$ cat src/rtl/scdec_pkg.sv
`default_nettype none

package scdec_pkg;

    localparam int unsigned CODE_W  = 8;
    localparam int unsigned KEY_W   = 7;
    localparam int unsigned CHAR_W  = 7;

    localparam logic [CODE_W-1:0] REL_BIT   = 8'h80;
    localparam logic [KEY_W-1:0]  CODE_MASK = 7'h7F;
    localparam logic [KEY_W-1:0]  KEY_LSHIFT = 7'd42;
    localparam logic [KEY_W-1:0]  KEY_RSHIFT = 7'd54;
    localparam logic [KEY_W-1:0]  KEY_CAPS   = 7'd58;

    // Result of classifying one scancode against the current flags.
    typedef struct packed {
        logic              has_result;
        logic [CHAR_W-1:0] ascii_char;
        logic              shift;
        logic              caps;
    } t_xlate;

    // Set-1 key map. The upper flag selects the shifted half of the table.
    function automatic logic [CHAR_W-1:0] key_to_char(
        input logic [KEY_W-1:0] key,
        input logic             upper
    );
        logic [CHAR_W-1:0] ch;
        unique case (key)
            7'd1:  ch = 7'h1B;
            7'd2:  ch = upper ? 7'("!")  : 7'("1");
            7'd3:  ch = upper ? 7'("@")  : 7'("2");
            7'd4:  ch = upper ? 7'("#")  : 7'("3");
            7'd5:  ch = upper ? 7'("$")  : 7'("4");
            7'd6:  ch = upper ? 7'("%")  : 7'("5");
            7'd7:  ch = upper ? 7'("^")  : 7'("6");
            7'd8:  ch = upper ? 7'("&")  : 7'("7");
            7'd9:  ch = upper ? 7'("*")  : 7'("8");
            7'd10: ch = upper ? 7'("(")  : 7'("9");
            7'd11: ch = upper ? 7'(")")  : 7'("0");
            7'd12: ch = upper ? 7'("_")  : 7'("-");
            7'd13: ch = upper ? 7'("+")  : 7'("=");
            7'd14: ch = 7'h08;
            7'd15: ch = 7'h09;
            7'd16: ch = upper ? 7'("Q")  : 7'("q");
            7'd17: ch = upper ? 7'("W")  : 7'("w");
            7'd18: ch = upper ? 7'("E")  : 7'("e");
            7'd19: ch = upper ? 7'("R")  : 7'("r");
            7'd20: ch = upper ? 7'("T")  : 7'("t");
            7'd21: ch = upper ? 7'("Y")  : 7'("y");
            7'd22: ch = upper ? 7'("U")  : 7'("u");
            7'd23: ch = upper ? 7'("I")  : 7'("i");
            7'd24: ch = upper ? 7'("O")  : 7'("o");
            7'd25: ch = upper ? 7'("P")  : 7'("p");
            7'd26: ch = upper ? 7'("{")  : 7'("[");
            7'd27: ch = upper ? 7'("}")  : 7'("]");
            7'd28: ch = 7'h0A;
            7'd30: ch = upper ? 7'("A")  : 7'("a");
            7'd31: ch = upper ? 7'("S")  : 7'("s");
            7'd32: ch = upper ? 7'("D")  : 7'("d");
            7'd33: ch = upper ? 7'("F")  : 7'("f");
            7'd34: ch = upper ? 7'("G")  : 7'("g");
            7'd35: ch = upper ? 7'("H")  : 7'("h");
            7'd36: ch = upper ? 7'("J")  : 7'("j");
            7'd37: ch = upper ? 7'("K")  : 7'("k");
            7'd38: ch = upper ? 7'("L")  : 7'("l");
            7'd39: ch = upper ? 7'(":")  : 7'(";");
            7'd40: ch = upper ? 7'("\"") : 7'("'");
            7'd41: ch = upper ? 7'("~")  : 7'h60;
            7'd43: ch = 7'("\\");
            7'd44: ch = upper ? 7'("Z")  : 7'("z");
            7'd45: ch = upper ? 7'("X")  : 7'("x");
            7'd46: ch = upper ? 7'("C")  : 7'("c");
            7'd47: ch = upper ? 7'("V")  : 7'("v");
            7'd48: ch = upper ? 7'("B")  : 7'("b");
            7'd49: ch = upper ? 7'("N")  : 7'("n");
            7'd50: ch = upper ? 7'("M")  : 7'("m");
            7'd51: ch = upper ? 7'("<")  : 7'(",");
            7'd52: ch = upper ? 7'(">")  : 7'(".");
            7'd53: ch = upper ? 7'("?")  : 7'("/");
            7'd55: ch = 7'("*");
            7'd57: ch = 7'(" ");
            7'd74: ch = 7'("-");
            7'd78: ch = 7'("+");
            default: ch = '0;
        endcase
        return ch;
    endfunction

endpackage

`default_nettype wire

$ cat src/rtl/scdec_keystate.sv
`default_nettype none

module scdec_keystate (
    input  wire logic                           i_clk,
    input  wire logic                           i_rst_n,
    input  wire logic                           i_advance,
    input  wire logic [scdec_pkg::CODE_W-1:0]   i_code,
    output scdec_pkg::t_xlate                   o_xlate
);

    logic r_shift;
    logic r_caps;
    logic n_shift;
    logic n_caps;

    logic                         is_release;
    logic [scdec_pkg::KEY_W-1:0]  key;
    logic                         is_shift_key;
    logic                         is_caps_key;

    assign is_release   = (i_code & scdec_pkg::REL_BIT) != '0;
    assign key          = i_code[scdec_pkg::KEY_W-1:0] & scdec_pkg::CODE_MASK;
    assign is_shift_key = (key == scdec_pkg::KEY_LSHIFT) || (key == scdec_pkg::KEY_RSHIFT);
    assign is_caps_key  = (key == scdec_pkg::KEY_CAPS);

    always_comb begin
        n_shift = r_shift;
        n_caps  = r_caps;
        if (i_advance) begin
            if (is_shift_key) begin
                n_shift = !is_release;
            end else if (is_caps_key && !is_release) begin
                n_caps = !r_caps;
            end
        end
    end

    always_ff @(posedge i_clk) begin
        if (!i_rst_n) begin
            r_shift <= 1'b0;
            r_caps  <= 1'b0;
        end else begin
            r_shift <= n_shift;
            r_caps  <= n_caps;
        end
    end

    // A character press leaves the flags alone, so the current flags are
    // also the flags after this step.
    always_comb begin
        o_xlate.has_result = !is_release && !is_shift_key && !is_caps_key;
        o_xlate.ascii_char = scdec_pkg::key_to_char(key, r_shift || r_caps);
        o_xlate.shift      = r_shift;
        o_xlate.caps       = r_caps;
    end

    a_shift_press: assert property (@(posedge i_clk) disable iff (!i_rst_n)
        i_advance && !is_release && is_shift_key |=> r_shift)
        else $error("shift press did not set the shift flag");

    a_shift_release: assert property (@(posedge i_clk) disable iff (!i_rst_n)
        i_advance && is_release && is_shift_key |=> !r_shift)
        else $error("shift release did not clear the shift flag");

    a_caps_toggle: assert property (@(posedge i_clk) disable iff (!i_rst_n)
        i_advance && !is_release && is_caps_key |=> r_caps != $past(r_caps))
        else $error("caps lock press did not toggle the flag");

    a_char_keeps_flags: assert property (@(posedge i_clk) disable iff (!i_rst_n)
        i_advance && o_xlate.has_result |=> $stable(r_shift) && $stable(r_caps))
        else $error("character press changed a flag");

endmodule

`default_nettype wire

$ cat src/rtl/scancode_to_ascii_decoder.sv
// Set-1 keyboard scancode to ASCII decoder.
//
// Input channel: i_valid / o_stall with i_scan_code. One scancode byte per
// transfer. Output channel: o_valid / i_stall with o_ascii_char,
// o_shift_active and o_caps_active.
//
// Shift presses and releases and caps lock presses only update the flags and
// produce no output transfer; every other release is dropped. Any other press
// yields one output transfer with the mapped character (0 if unmapped) and
// the flag values.
//
// An accepted scancode is held in the input register; flag update and key map
// lookup then write the result into the output register, which drives o_valid.
// Throughput is one scancode per cycle while the output is taken.
// When the receiver stalls, the output register holds its result, the input
// register holds the next scancode, and o_stall rises once both are full.
// Reset clears both flags and empties both registers.
`default_nettype none

module scancode_to_ascii_decoder (
    input  wire logic                              i_clk,
    input  wire logic                              i_rst_n,
    input  wire logic                              i_valid,
    output      logic                              o_stall,
    input  wire logic [scdec_pkg::CODE_W-1:0]      i_scan_code,
    output      logic                              o_valid,
    input  wire logic                              i_stall,
    output      logic [scdec_pkg::CHAR_W-1:0]      o_ascii_char,
    output      logic                              o_shift_active,
    output      logic                              o_caps_active
);

    logic                           r_in_valid;
    logic [scdec_pkg::CODE_W-1:0]   r_in_code;
    logic                           r_out_valid;
    logic [scdec_pkg::CHAR_W-1:0]   r_out_char;
    logic                           r_out_shift;
    logic                           r_out_caps;

    logic              out_free;
    logic              advance;
    logic              in_take;
    scdec_pkg::t_xlate xlate;

    assign out_free = !r_out_valid || !i_stall;
    assign advance  = r_in_valid && out_free;
    assign o_stall  = r_in_valid && !out_free;
    assign in_take  = i_valid && !o_stall;

    scdec_keystate u_keystate (
        .i_clk     (i_clk),
        .i_rst_n   (i_rst_n),
        .i_advance (advance),
        .i_code    (r_in_code),
        .o_xlate   (xlate)
    );

    always_ff @(posedge i_clk) begin
        if (!i_rst_n) begin
            r_in_valid <= 1'b0;
        end else if (in_take) begin
            r_in_valid <= 1'b1;
        end else if (advance) begin
            r_in_valid <= 1'b0;
        end
    end

    always_ff @(posedge i_clk) begin
        if (in_take) begin
            r_in_code <= i_scan_code;
        end
    end

    always_ff @(posedge i_clk) begin
        if (!i_rst_n) begin
            r_out_valid <= 1'b0;
        end else if (advance && xlate.has_result) begin
            r_out_valid <= 1'b1;
        end else if (out_free) begin
            r_out_valid <= 1'b0;
        end
    end

    always_ff @(posedge i_clk) begin
        if (advance && xlate.has_result) begin
            r_out_char  <= xlate.ascii_char;
            r_out_shift <= xlate.shift;
            r_out_caps  <= xlate.caps;
        end
    end

    assign o_valid        = r_out_valid;
    assign o_ascii_char   = r_out_char;
    assign o_shift_active = r_out_shift;
    assign o_caps_active  = r_out_caps;

    a_stall_only_when_full: assert property (@(posedge i_clk) disable iff (!i_rst_n)
        o_stall |-> r_in_valid && r_out_valid)
        else $error("input stalled with room in the pipeline");

    a_held_result: assert property (@(posedge i_clk) disable iff (!i_rst_n)
        r_out_valid && i_stall |=> r_out_valid && $stable(r_out_char))
        else $error("stalled result was lost or changed");

    a_no_advance_on_stall: assert property (@(posedge i_clk) disable iff (!i_rst_n)
        r_out_valid && i_stall |-> !advance)
        else $error("input register advanced into a full output register");

endmodule

`default_nettype wire
$ cat config.mk
export PLATFORM = sky130hd
export DESIGN_NAME = scancode_to_ascii_decoder
export DESIGN_NICKNAME = d
export VERILOG_FILES = /design/src/rtl/scdec_pkg.sv /design/src/rtl/scdec_keystate.sv /design/src/rtl/scancode_to_ascii_decoder.sv
export SDC_FILE = /design/constraint.sdc
export NUM_CORES = 1
export LEC_CHECK = 0
export ABC_AREA = 1
export CAP_MARGIN = 20
export CORE_MARGIN = 4
export CORE_UTILIZATION = 25
export CTS_BUF_LIST = sky130_fd_sc_hd__clkbuf_8 sky130_fd_sc_hd__clkbuf_16
export CTS_CLUSTER_SIZE = 16
export DETAILED_ROUTE_END_ITERATION = 16
export DONT_BUFFER_PORTS = 1
export PLACE_DENSITY = 0.36
export SYNTH_ARGS = -nofsm -noshare
export SYNTH_HDL_FRONTEND = slang
export SYNTH_SLANG_ARGS = --single-unit
$ cat constraint.sdc
create_clock -name i_clk -period 3.6 [get_ports i_clk]
set_input_delay 0.18 -clock i_clk [delete_from_list [all_inputs] [get_ports i_clk]]
set_output_delay 0.18 -clock i_clk [all_outputs]
set_load 0.01 [all_outputs]
==> implementation parameters, run 1 <==
Parameter                              Value

Clocking
  Num CTS Buffers    3
  Total number of H-tree levels    1
  Count of hold-fix buffers inserted at cts    8
  Worst-Skew Late Latency    between 200 and 300 ps
  Maximum buffer depth of the clock tree    2
  CTS tree    done
  Sink Count    21
  Post-CTS clock slew at the launch and capture registers of the worst setup and hold paths    about 80 ps
  Root cell of the clock tree    clkbuf_8
  Post-CTS Setup Bufs    0
  Resize count post-CTS    0

Outcome
  Run status    completed

Drt
  Antenna Violating Nets Remaining    0
  DR vias/cell    about 5.0
  Remaining design rule violation count    0
  First-pass iteration count of the detailed router    5
  WL per Instance    between 15 and 20 um
  Number of vias after detailed routing    ~2200
  Detailed router's first-iteration violation count    approximately 270
  Final routed wirelength across all metal layers    about 7 mm

Yosys
  Share of cell area taken by muxes after synthesis    0%
  Post-synthesis share of cell area spent on xor and xnor gates    0%
  Synthesized net count    about 350
  Register area share after synthesis    a little under a third
  Leading cell types by total area after synthesis    edfxtp_1, nand2_1, nor2_1
  YS warnings    0
  Complex-gate fraction of the synthesized area    under 10%
  Mapped Area    between 0.0015 and 0.002 sq mm
  Post-synthesis share of cell area spent on and, or, nand and nor gates    around 53%
  Unique masters post-synth    27
  Largest area contributor in the synthesized netlist    edfxtp_1
  Area share of fa/ha/maj cells after synthesis    0%
  Syn Inst Count    335
  Post-synth top area share    a little over a quarter
  Register bit total from synthesis    21
  Combinational family with the most area after synthesis    simple AND/OR/NAND/NOR gates
  Synthesized area per cell    between 5 and 6 sq um

Placement
  Worst-case setup slack after placement    1430 ps
  Buffers added on ports    0
  Half-perimeter wire length after detailed placement    approximately 5.5 mm
  Routability-driven placement congestion ratio    between 0.9 and 1
  Placed Instance Area    around 0.002 sq mm

Setup path
  Path type of the worst setup path    register to register
  Master of the slowest instance on the critical path    nor2_2
  Worst path bufs/invs    2
  CP cell instances    inv_2, nand2_1, nor2_2, nand2_1, nand2_1, nor2_2, nand2_1, inv_1
  Type of element launching the critical path    register
  Worst path max stage delay    approximately 700 ps
  Worst EP required    between 3000 and 4000 ps
  Crit-path max FO    23
  Capturing element type of the critical path    register
  Family of cells with the greatest summed delay on the critical path    simple AND/OR/NAND/NOR gates
  Cell with the most instances on the worst path    nand2_1
  Crit path DAT    2170 ps

Layout
  Multi-input combinational cell area    0.00121 sq mm
  Commonest non-fill, non-tap cell in the layout    nand2_1
  Diode count    0
  Final core area utilization    approximately 28%
  Final design area excluding fillers    0.00216 sq mm
  Area overhead of the layout relative to synthesis    10.5%
  Commonest cells after routing, fill and taps aside    nand2_1, nor2_1, nand3_1, inv_1, edfxtp_1
  Total Nets Final    352
  Filler cells    roughly 870
  Area taken by flip-flops and latches    between 500 and 600 sq um
  Fraction of layout cells with a size suffix above 1    around 6.2%

Floorplanning
  Placeable core region    slightly below 0.008 sq mm
  Die outline area    ~0.0093 sq mm
  Effective utilization at floorplan    roughly 25%
  Die width    96.5 um
  Die height    just under 100 um
  Floorplan row count    32
  I/O pin count    23

Global routing
  Vias in the first global route    approximately 2100
  Number of antenna violations at the first check in global routing    0
  Residual overflow from global routing    0
  Global-route wire length before repair    11.0 mm
  Total GRT Usage    around 16%
  Maximum number of pins on one net before global-route repair    30

Timing
  PnR worst setup slack    1410 ps
  Pin slew with the least headroom to its limit    between 900 and 1000 ps
  Final Hold Slack    roughly 24 ps
  Final hold violation count    0
  Final Cycle Share    between 60 and 70%
  Relative slew margins    a little under two fifths
  RSZ-0062 raised after global routing    no
  Final setup fails    0
  Worst clock skew    ~7.3 ps
  Final total negative setup slack    0 ps
  Max-slew violation count    0
  Fmax    roughly 460 MHz
  Final min period    ~2200 ps

Run
  Max-cap violations    0

Power and ir drop
  Leakage    1.06 nW
  Worst vdd rail ir drop    approximately 0.00015 V
  PwrDens    ~250 mW/mm^2

Hold path
  Worst min-delay path class    input port to register
[metrics by stage]
| stage | power (W) | cells |
|---|---|---|
| 2_1_floorplan | 0.000354 | 335 |
| 3_3_place_gp | 0.000383 | 429 |
| 3_5_place_dp | 0.000379 | 429 |
| 4_1_cts | 0.000546 | 441 |
| 5_1_grt | 0.000572 | 441 |
| 6_report | 0.000542 | 441 |
[Yosys cell counts]
cell type / number
nand3_1: 40
o2111ai_1: 1
o211ai_1: 2
o22ai_1: 1
edfxtp_1: 17
inv_2: 5
buf_6: 1
nor3_1: 4
nand4_1: 5
nand3b_1: 2
nor2_4: 1
nor2_2: 6
o21ai_1: 5
nand2_1: 106
a211oi_1: 2
nor2b_1: 1
buf_2: 7
dfxtp_1: 4
clkinv_1: 1
inv_1: 22
a31oi_1: 1
buf_4: 1
nor2_1: 78
o21ai_0: 9
a21oi_1: 8
nor3_2: 1
nand2_2: 4
[per-layer routing]
layer	GRT usage, %	up-vias	wire length [um]	share of wire (%)
li1	-	1102	-	-
met1	21.1	1002	3170	46
met2	25.3	99	3030	44
met3	2.09	20	383	5.6
met4	6.43	0	284	4.1
met5	0	-	0	0
[path summary, 6_finish.rpt]
path / depth (start not counted) / start / slack (ps) / end
min: 2 / i_rst_n / 20 / u_keystate.r_caps
min reg2reg: 0 / u_keystate.r_shift / 490 / o_shift_active
max: 8 / r_in_code[6] / 1410 / o_ascii_char[2]
max reg2reg: 8 / r_in_code[6] / 1410 / o_ascii_char[2]
[cells by family (layout without fill, tap and decap cells)]
logic type,Yosys count,after routing
AND/OR/NAND/NOR,248,248
buffers and inverters,37,41
AO/OA/AOI/OAI,29,29
flip-flops,21,21
[area by class of cell]
class / count / area share (%)
multi-input combinational: 277 / 55.8
sequential: 21 / 27.3
tap: 102 / 5.90
inverter: 28 / 4.86
timing repair buffer: 9 / 4.05
clock buffer: 3 / 1.91
clock inverter: 1 / 0.173
[sequential cells by signal, indices dropped and copies added, names as in the netlist]
register            flops
r_in_code               8
o_valid                 1
r_in_valid              1
u_keystate.r_shift      1
o_caps_active           1
u_keystate.r_caps       1
o_shift_active          1
o_ascii_char            7
[where the power goes]
part	internal, W	switching, W	leakage [nW]	total [W]
Combinational	0.0000268	0.0000684	0.834	0.0000953
Clock	0.0000763	0.0000835	0.0269	0.000160
Sequential	0.000275	0.0000115	0.198	0.000287
Total	0.000378	0.000163	1.06	0.000542
Note: power is estimated with default switching activity, not from simulation.
==> inputs of run 2 (changes only) <==
ABC_AREA = 0   (was 1)
clock period = 2.1 ns   (was 3.6 ns; I/O delays follow)
==> run 2 against run 1 <==
Sequential power rose by 69%. Combinational power increased to 3.6 times the previous value. Register-to-register slack got worse by 1300 ps. Final area increased by 23%. Clock skew is 4.4 ps lower. Synthesized area is 5.8% higher. Worst setup slack lost 1300 ps. Non-clock buffer count increased by 55. Worst hold slack better by 53 ps. Via count shrank 1.9%. Critical endpoint is now o_ascii_char[3]. Largest cell class unchanged. Largest power group unchanged.
==> implementation parameters, run 2 <==
Parameter                              Value

Timing
  Worst clock skew    2.87 ps (-4.43 ps)
  Final hold violation count    0 (unchanged)
  Pin slew with the least headroom to its limit    482 ps (-441 ps)
  RSZ-0062 raised after global routing    yes
  Final Cycle Share    97.0% (+36 points)
  Final min period    2040 ps (-151 ps)
  Relative slew margins    67.3% (+29 points)
  Final Hold Slack    77.2 ps (+53.1 ps)
  Final setup fails    0 (unchanged)
  Fmax    491 MHz (+7.4%)
  Final total negative setup slack    0 ps (unchanged)
  Max-slew violation count    0 (unchanged)

Yosys
  Share of cell area taken by muxes after synthesis    1.51% (+1.5 points)
  Register bit total from synthesis    21 (unchanged)
  Top cells by count, synth    nor2_1, nand2_1, edfxtp_1
  Unique masters post-synth    62 (+130%)
  Area share of fa/ha/maj cells after synthesis    0% (unchanged)
  Complex-gate fraction of the synthesized area    22.8% (+15 points)
  Post-synthesis share of cell area spent on and, or, nand and nor gates    36.7% (-17 points)
  Leading cell types by total area after synthesis    edfxtp_1, nor2_1, nand2_1
  Main flop type after synthesis    edfxtp_1
  Post-synthesis share of cell area spent on xor and xnor gates    1.27% (+1.3 points)
  Mapped Area    0.00207 sq mm (+5.8%)
  Post-synth top area share    24.7% (-1.4 points)
  Largest area contributor in the synthesized netlist    edfxtp_1
  Number of flops mapped to enable cells by yosys    17 (unchanged)
  Synthesized net count    272 (-22%)
  Register area share after synthesis    28.5% (-1.6 points)
  Combinational family with the most area after synthesis    simple AND/OR/NAND/NOR gates
  Most frequent cell after synthesis    nor2_1
  YS warnings    0 (unchanged)
  FFs w/ async S/R, synth    0% (unchanged)
  Synthesized area per cell    7.96 sq um (+36%)
  Syn Inst Count    260 (-22%)

Global routing
  Residual overflow from global routing    0 (unchanged)
  Global-route wire length before repair    11.0 mm (+0.51%)
  Total GRT Usage    13.9% (-1.7 points)
  Number of antenna violations at the first check in global routing    0 (unchanged)
  Vias in the first global route    2062 (-1.6%)
  Maximum number of pins on one net before global-route repair    32 (+6.7%)

Layout
  Area overhead of the layout relative to synthesis    28.2%
  Commonest cells after routing, fill and taps aside    buf_4, nor2_1, nand2_1, edfxtp_1, nand3_1
  Non-filler instance count after layout    402 (-8.8%)
  Diode count    0 (unchanged)
  Register with the most flip-flops    r_in_code
  Fraction of layout cells with a size suffix above 1    23.7% (+17 points)
  Commonest non-fill, non-tap cell in the layout    buf_4
  Flip-flop count of the largest register, all copies and words added    8 (unchanged)
  Total Nets Final    313 (-11%)

Clocking
  Root cell of the clock tree    clkbuf_8
  Maximum buffer depth of the clock tree    2 (unchanged)
  CTS tree    done
  Sink Count    21 (unchanged)
  Post-CTS clock slew at the launch and capture registers of the worst setup and hold paths    80 ps (about the same)
  Num CTS Buffers    3 (unchanged)
  Worst-Skew Late Latency    260 ps (about the same)
  Total number of H-tree levels    1 (unchanged)

Drt
  Number of vias after detailed routing    2181 (-1.9%)
  WL per Instance    17.3 um (+11%)
  Detailed router's first-iteration violation count    196 (-28%)
  First-pass iteration count of the detailed router    5 (unchanged)
  Final routed wirelength across all metal layers    6.95 mm (+1.1%)
  Remaining design rule violation count    0 (unchanged)
  DR vias/cell    5.43 (+7.6%)
  Antenna Violating Nets Remaining    0 (unchanged)

Setup path
  R2r endpoint    o_ascii_char[3]
  Cell with the most instances on the worst path    buf_4
  Register-to-register setup slack    60 ps (-1350 ps)
  Capturing element type of the critical path    register
  Type of element launching the critical path    register
  Worst path bufs/invs    3 (+1)
  Family of cells with the greatest summed delay on the critical path    simple AND/OR/NAND/NOR gates
  Master of the slowest instance on the critical path    edfxtp_1
  Worst path max stage delay    470 ps (-230 ps)
  Path type of the worst setup path    register to register
  CP cell instances    buf_4, buf_4, nand2b_1, nor4_1, nor3_2, buf_4, a21oi_1, or4b_1
  Crit path DAT    2040 ps (-130 ps)
  Reg-to-reg critical path startpoint    r_in_code[3]
  Crit-path max FO    6 (-74%)
  Reg2reg path depth    8 (unchanged)
  Worst EP required    2110 ps (-1470 ps)

Placement
  Routability-driven placement congestion ratio    0.886 (-5.0%)
  Half-perimeter wire length after detailed placement    5.10 mm (-7.3%)
  Number of cells in the design after placement    386 (-10%)
  Buffers added on ports    0 (unchanged)

Power and ir drop
  Sequential Power Share    44.2% (-8.7 points)
  Share of power burned in the clock network    24.8% (-4.7 points)
  Leakage    0.965 nW (-8.9%)
  Worst vdd rail ir drop    0.000224 V (+51%)
  Proportion of total power due to net switching    31.2% (+1.0 points)
  Internal power    0.000756 W (+100%)
  PwrDens    414 mW/mm^2 (+65%)
  Total net switching power    0.000343 W (+110%)
  Comb pwr share    31.0% (+13 points)

Floorplanning
  Die height    99.0 um (+2.6%)
  Effective utilization at floorplan    26.3% (+0.78 points)
  Die width    99.0 um (+2.6%)
  I/O pin count    23 (unchanged)
  Placeable core region    0.00789 sq mm (+2.6%)
  Die outline area    0.00980 sq mm (+5.3%)
  Floorplan row count    32 (unchanged)

Hold path
  Worst Hold Endpoint    o_valid
  Worst min-delay path class    input port to register
  Worst min-delay path startpoint    i_stall
  Worst hold stages    2 (unchanged)

Run
  Max-cap violations    0 (unchanged)

Outcome
  Run status    completed
-- run 2: cell count changes after synthesis, sizes merged, moves of 5 or more --
cell | previous run | this run
buf | 9 | 25
nand2 | 110 | 22
inv | 27 | 1
a21oi | 8 | 13
nand2b | 0 | 11
nand3 | 40 | 13
nor2b | 1 | 10
nor4 | 0 | 5
and2 | 0 | 6
nor2 | 85 | 25
-- run 2: stage by stage --
step | instance area (sq um) | util [%] | setup WS [ps] | total power, W
final | 2650 | 33.6 | 62.3 | 0.00110
after global routing | 2650 | 33.6 | -12.8 | 0.00117
after CTS | 2600 | 32.9 | 22.2 | 0.00111
after detailed placement | 2450 | 31.1 | 38.9 | 0.000807
after global placement | 2450 | 31.1 | 11.5 | 0.000816
after floorplan | 2070 | - | 24.2 | 0.000691
-- run 2: routing by layer --
metal  global-route usage [%]  share of wire, %  vias to the layer above
met5                        0                 0                        -
met4                     2.84               1.4                        0
met3                     2.76               4.8                       12
met2                     22.4                47                       82
met1                     19.4                47                     1022
li1                         -                 -                     1065
-- run 2: layout make-up --
| class | count | area (sq um) |
|---|---|---|
| flip-flops and latches | 21 | 591 |
| repair buffers | 64 | 563 |
| multi-input cells | 210 | 1320 |
| clock buffers | 3 | 41.3 |
| well taps | 102 | 128 |
| fillers | 811 | 5230 |
| clock inverters | 1 | 3.75 |
| inverters | 1 | 3.75 |
-- run 2: how the worst max path moves through the flow --
stage | slack [ps] | start | to | cells past startpoint
after CTS | 20 | r_in_code[1] | o_ascii_char[3] | 8
after floorplan | 20 | r_in_code[5] | o_ascii_char[0] | 4
after global routing | -10 | r_in_code[3] | o_ascii_char[3] | 6
final | 60 | r_in_code[3] | o_ascii_char[3] | 8
after detailed placement | 40 | r_in_code[1] | o_ascii_char[3] | 8
after global placement | 10 | r_in_code[0] | o_ascii_char[3] | 7
-- run 2: cells by family (layout without fill, tap and decap cells) --
| family | Yosys count | in the layout |
|---|---|---|
| xor gates and xnor gates | 3 | 3 |
| buffers and inverters | 29 | 69 |
| muxes | 3 | 3 |
| DFF | 21 | 21 |
| AOI/OAI and AO/OA | 69 | 69 |
| and+or+nand+nor | 135 | 135 |
-- run 2: what timing repair did --
item | CTS | global route
hold buffers | 10 | 0
resized for setup | 0 | 9
hold endpoints to repair | 12 | 0
setup buffers | 0 | 2
endpoints found under the setup margin | 0 | 7
-- run 2: power groups by stage --
stage          registers (W)  clock network, W  logic [W]
5_1_grt             0.000487          0.000317   0.000370
2_1_floorplan       0.000491                 0   0.000201
4_1_cts             0.000486          0.000292   0.000328
3_3_place_gp        0.000495                 0   0.000321
6_report            0.000485          0.000273   0.000341
3_5_place_dp        0.000495                 0   0.000312
==> inputs of run 3 (changes only) <==
CORE_ASPECT_RATIO = 1.2   (was unset)
PLACE_DENSITY = 0.49   (was 0.36)
==> run 3 against run 2 <==
Global-route usage shrank 1.2 points. Register-to-register slack is essentially flat. Fmax about the same. Clock power increased by 3%. Critical path depth is the same. Die area hardly changed. Critical endpoint unchanged.
==> implementation parameters, run 3 (same netlist as run 2, synthesis figures left out) <==
Parameter                              Value

Outcome
  Run status    completed

Floorplanning
  Placeable core region    0.00811 sq mm (+2.8%)
  Die width    91.1 um (-8.0%)
  Die height    108 um (+8.8%)
  Floorplan row count    36 (+13%)
  Effective utilization at floorplan    25.5% (-0.71 points)
  Die outline area    0.00981 sq mm (about the same)
  I/O pin count    23 (unchanged)

Timing
  Final Cycle Share    97.0% (about the same)
  Fmax    491 MHz (about the same)
  Pin slew with the least headroom to its limit    552 ps (+69.2 ps)
  Final Hold Slack    75.5 ps (-1.68 ps)
  Worst clock skew    2.75 ps (-0.112 ps)
  PnR worst setup slack    63.4 ps (+1.16 ps)
  Final total negative setup slack    0 ps (unchanged)
  Final setup fails    0 (unchanged)
  Final min period    2040 ps (-1.16 ps)
  Max-slew violation count    0 (unchanged)
  Final hold violation count    0 (unchanged)
  Relative slew margins    63.2% (-4.2 points)

Placement
  Worst-case setup slack after placement    24.6 ps (-14.3 ps)
  Half-perimeter wire length after detailed placement    4.55 mm (-11%)
  Buffers added on ports    0 (unchanged)
  Routability-driven placement congestion ratio    0.902 (+1.7%)
  Placed Instance Area    0.00230 sq mm (-6.4%)
  Number of cells in the design after placement    356 (-7.8%)

Setup path
  Crit path DAT    2060 ps (+20 ps)
  Crit-path max FO    6 (unchanged)
  Worst EP required    2120 ps (about the same)
  Capturing element type of the critical path    register
  Path type of the worst setup path    register to register
  Reg-to-reg critical path startpoint    r_in_code[1]
  Type of element launching the critical path    register
  Register-to-register setup slack    60 ps (about the same)
  R2r endpoint    o_ascii_char[3]
  Reg2reg path depth    8 (unchanged)

Drt
  WL per Instance    17.0 um (-1.4%)
  Final routed wirelength across all metal layers    6.41 mm (-7.7%)
  Highest layer used for signal routing    met4
  Routed wl met3    312 um (-6.0%)
  Remaining design rule violation count    0 (unchanged)
  First-pass iteration count of the detailed router    5 (unchanged)
  DR vias/cell    5.73 (+5.7%)
  Detailed router's first-iteration violation count    364 (+86%)
  Met2 routed wirelength    3.06 mm (-6.8%)
  Number of vias after detailed routing    2156 (-1.1%)
  Antenna Violating Nets Remaining    0 (unchanged)
  Met1 Routed Length    2.75 mm (-15%)

Layout
  Diode count    0 (unchanged)
  Area overhead of the layout relative to synthesis    23.8%
  Final design area excluding fillers    0.00256 sq mm (-3.4%)
  Total Nets Final    294 (-6.1%)
  Flip-flop count of the largest register, all copies and words added    8 (unchanged)
  Register with the most flip-flops    r_in_code
  Commonest cells after routing, fill and taps aside    buf_4, nor2_1, nand2_1, edfxtp_1, nand3_1
  Commonest non-fill, non-tap cell in the layout    buf_4
  Fraction of layout cells with a size suffix above 1    20.3% (-3.4 points)
  Non-filler instance count after layout    376 (-6.5%)

Clocking
  Post-CTS clock slew at the launch and capture registers of the worst setup and hold paths    80 ps (about the same)
  Maximum buffer depth of the clock tree    2 (unchanged)
  Worst-Skew Late Latency    270 ps (about the same)
  Sink Count    21 (unchanged)
  Num CTS Buffers    3 (unchanged)
  CTS tree    done
  Root cell of the clock tree    clkbuf_8
  Total number of H-tree levels    1 (unchanged)

Global routing
  Maximum number of pins on one net before global-route repair    32 (unchanged)
  Global-route wire length before repair    10.2 mm (-7.9%)
  Vias in the first global route    2009 (-2.6%)
  Residual overflow from global routing    0 (unchanged)
  Number of antenna violations at the first check in global routing    0 (unchanged)
  Total GRT Usage    12.8% (-1.2 points)

Power and ir drop
  PwrDens    428 mW/mm^2 (+3.3%)
  Leakage    0.897 nW (-7.0%)
  Worst vdd rail ir drop    0.000130 V (-42%)

Hold path
  Worst min-delay path startpoint    i_stall
  Worst min-delay path class    input port to register
  Worst Hold Endpoint    o_valid
  Worst hold stages    2 (unchanged)

Run
  Max-cap violations    0 (unchanged)
-- run 3: changes by cell type in the layout (fill, tap and decap cells not counted), sizes merged --
cell,delta
clkbuf,+2
buf,-21
-- run 3: layout make-up --
class	instances	area, sq um
multi-input cells	210	1340
inverters	1	3.75
clock buffers	3	41.3
clock inverters	1	3.75
repair buffers	45	464
well taps	95	119
fillers	870	5540
flip-flops and latches	21	591
-- run 3: power breakdown --
group / total (W) / internal, W / switching, W
sequential: 0.000485 / 0.000471 / 0.0000137
combinational: 0.000331 / 0.000149 / 0.000183
clock: 0.000280 / 0.000131 / 0.000149
total: 0.00110 / 0.000751 / 0.000345
-- run 3: metrics by stage --
step | total power, W | util, %
2_1_floorplan | 0.000691 | -
3_3_place_gp | 0.000784 | 28.3
3_5_place_dp | 0.000781 | 28.3
4_1_cts | 0.00108 | 30.2
5_1_grt | 0.00116 | 31.6
6_report | 0.00110 | 31.6
-- run 3: worst max-delay path, cell delays in order (launching register included) --
cell and delay (ps):
edfxtp_1 460, clkbuf_2 180, buf_4 150, nand2_1 140
nor2_1 60, a21oi_1 110, nor3_1 60, a211oi_1 190
or4b_1 450
-- run 3: worst max path at each step --
stage	from	to	slack, ps	depth (start not counted)
global route	r_in_code[3]	o_ascii_char[2]	-20	8
detailed placement	r_in_code[2]	o_ascii_char[4]	20	8
CTS	r_in_code[4]	o_ascii_char[2]	9	7
floorplan	r_in_code[5]	o_ascii_char[0]	20	4
global placement	r_in_code[4]	o_ascii_char[2]	10	7
finish	r_in_code[1]	o_ascii_char[3]	60	8
-- run 3: layer usage --
layer,GRT usage (%),vias to the layer above
met3,2.52,27
met5,0,-
li1,-,1034
met4,7.44,0
met2,20.5,96
met1,15.9,999
-- run 3: what timing repair did --
item,4_1_cts,5_1_grt
gates cloned,0,1
hold buffers,10,0
setup endpoints to repair,1,5
gates resized for setup,1,14
pin swaps,0,5
setup buffers,0,5
endpoints found under the hold margin,12,0
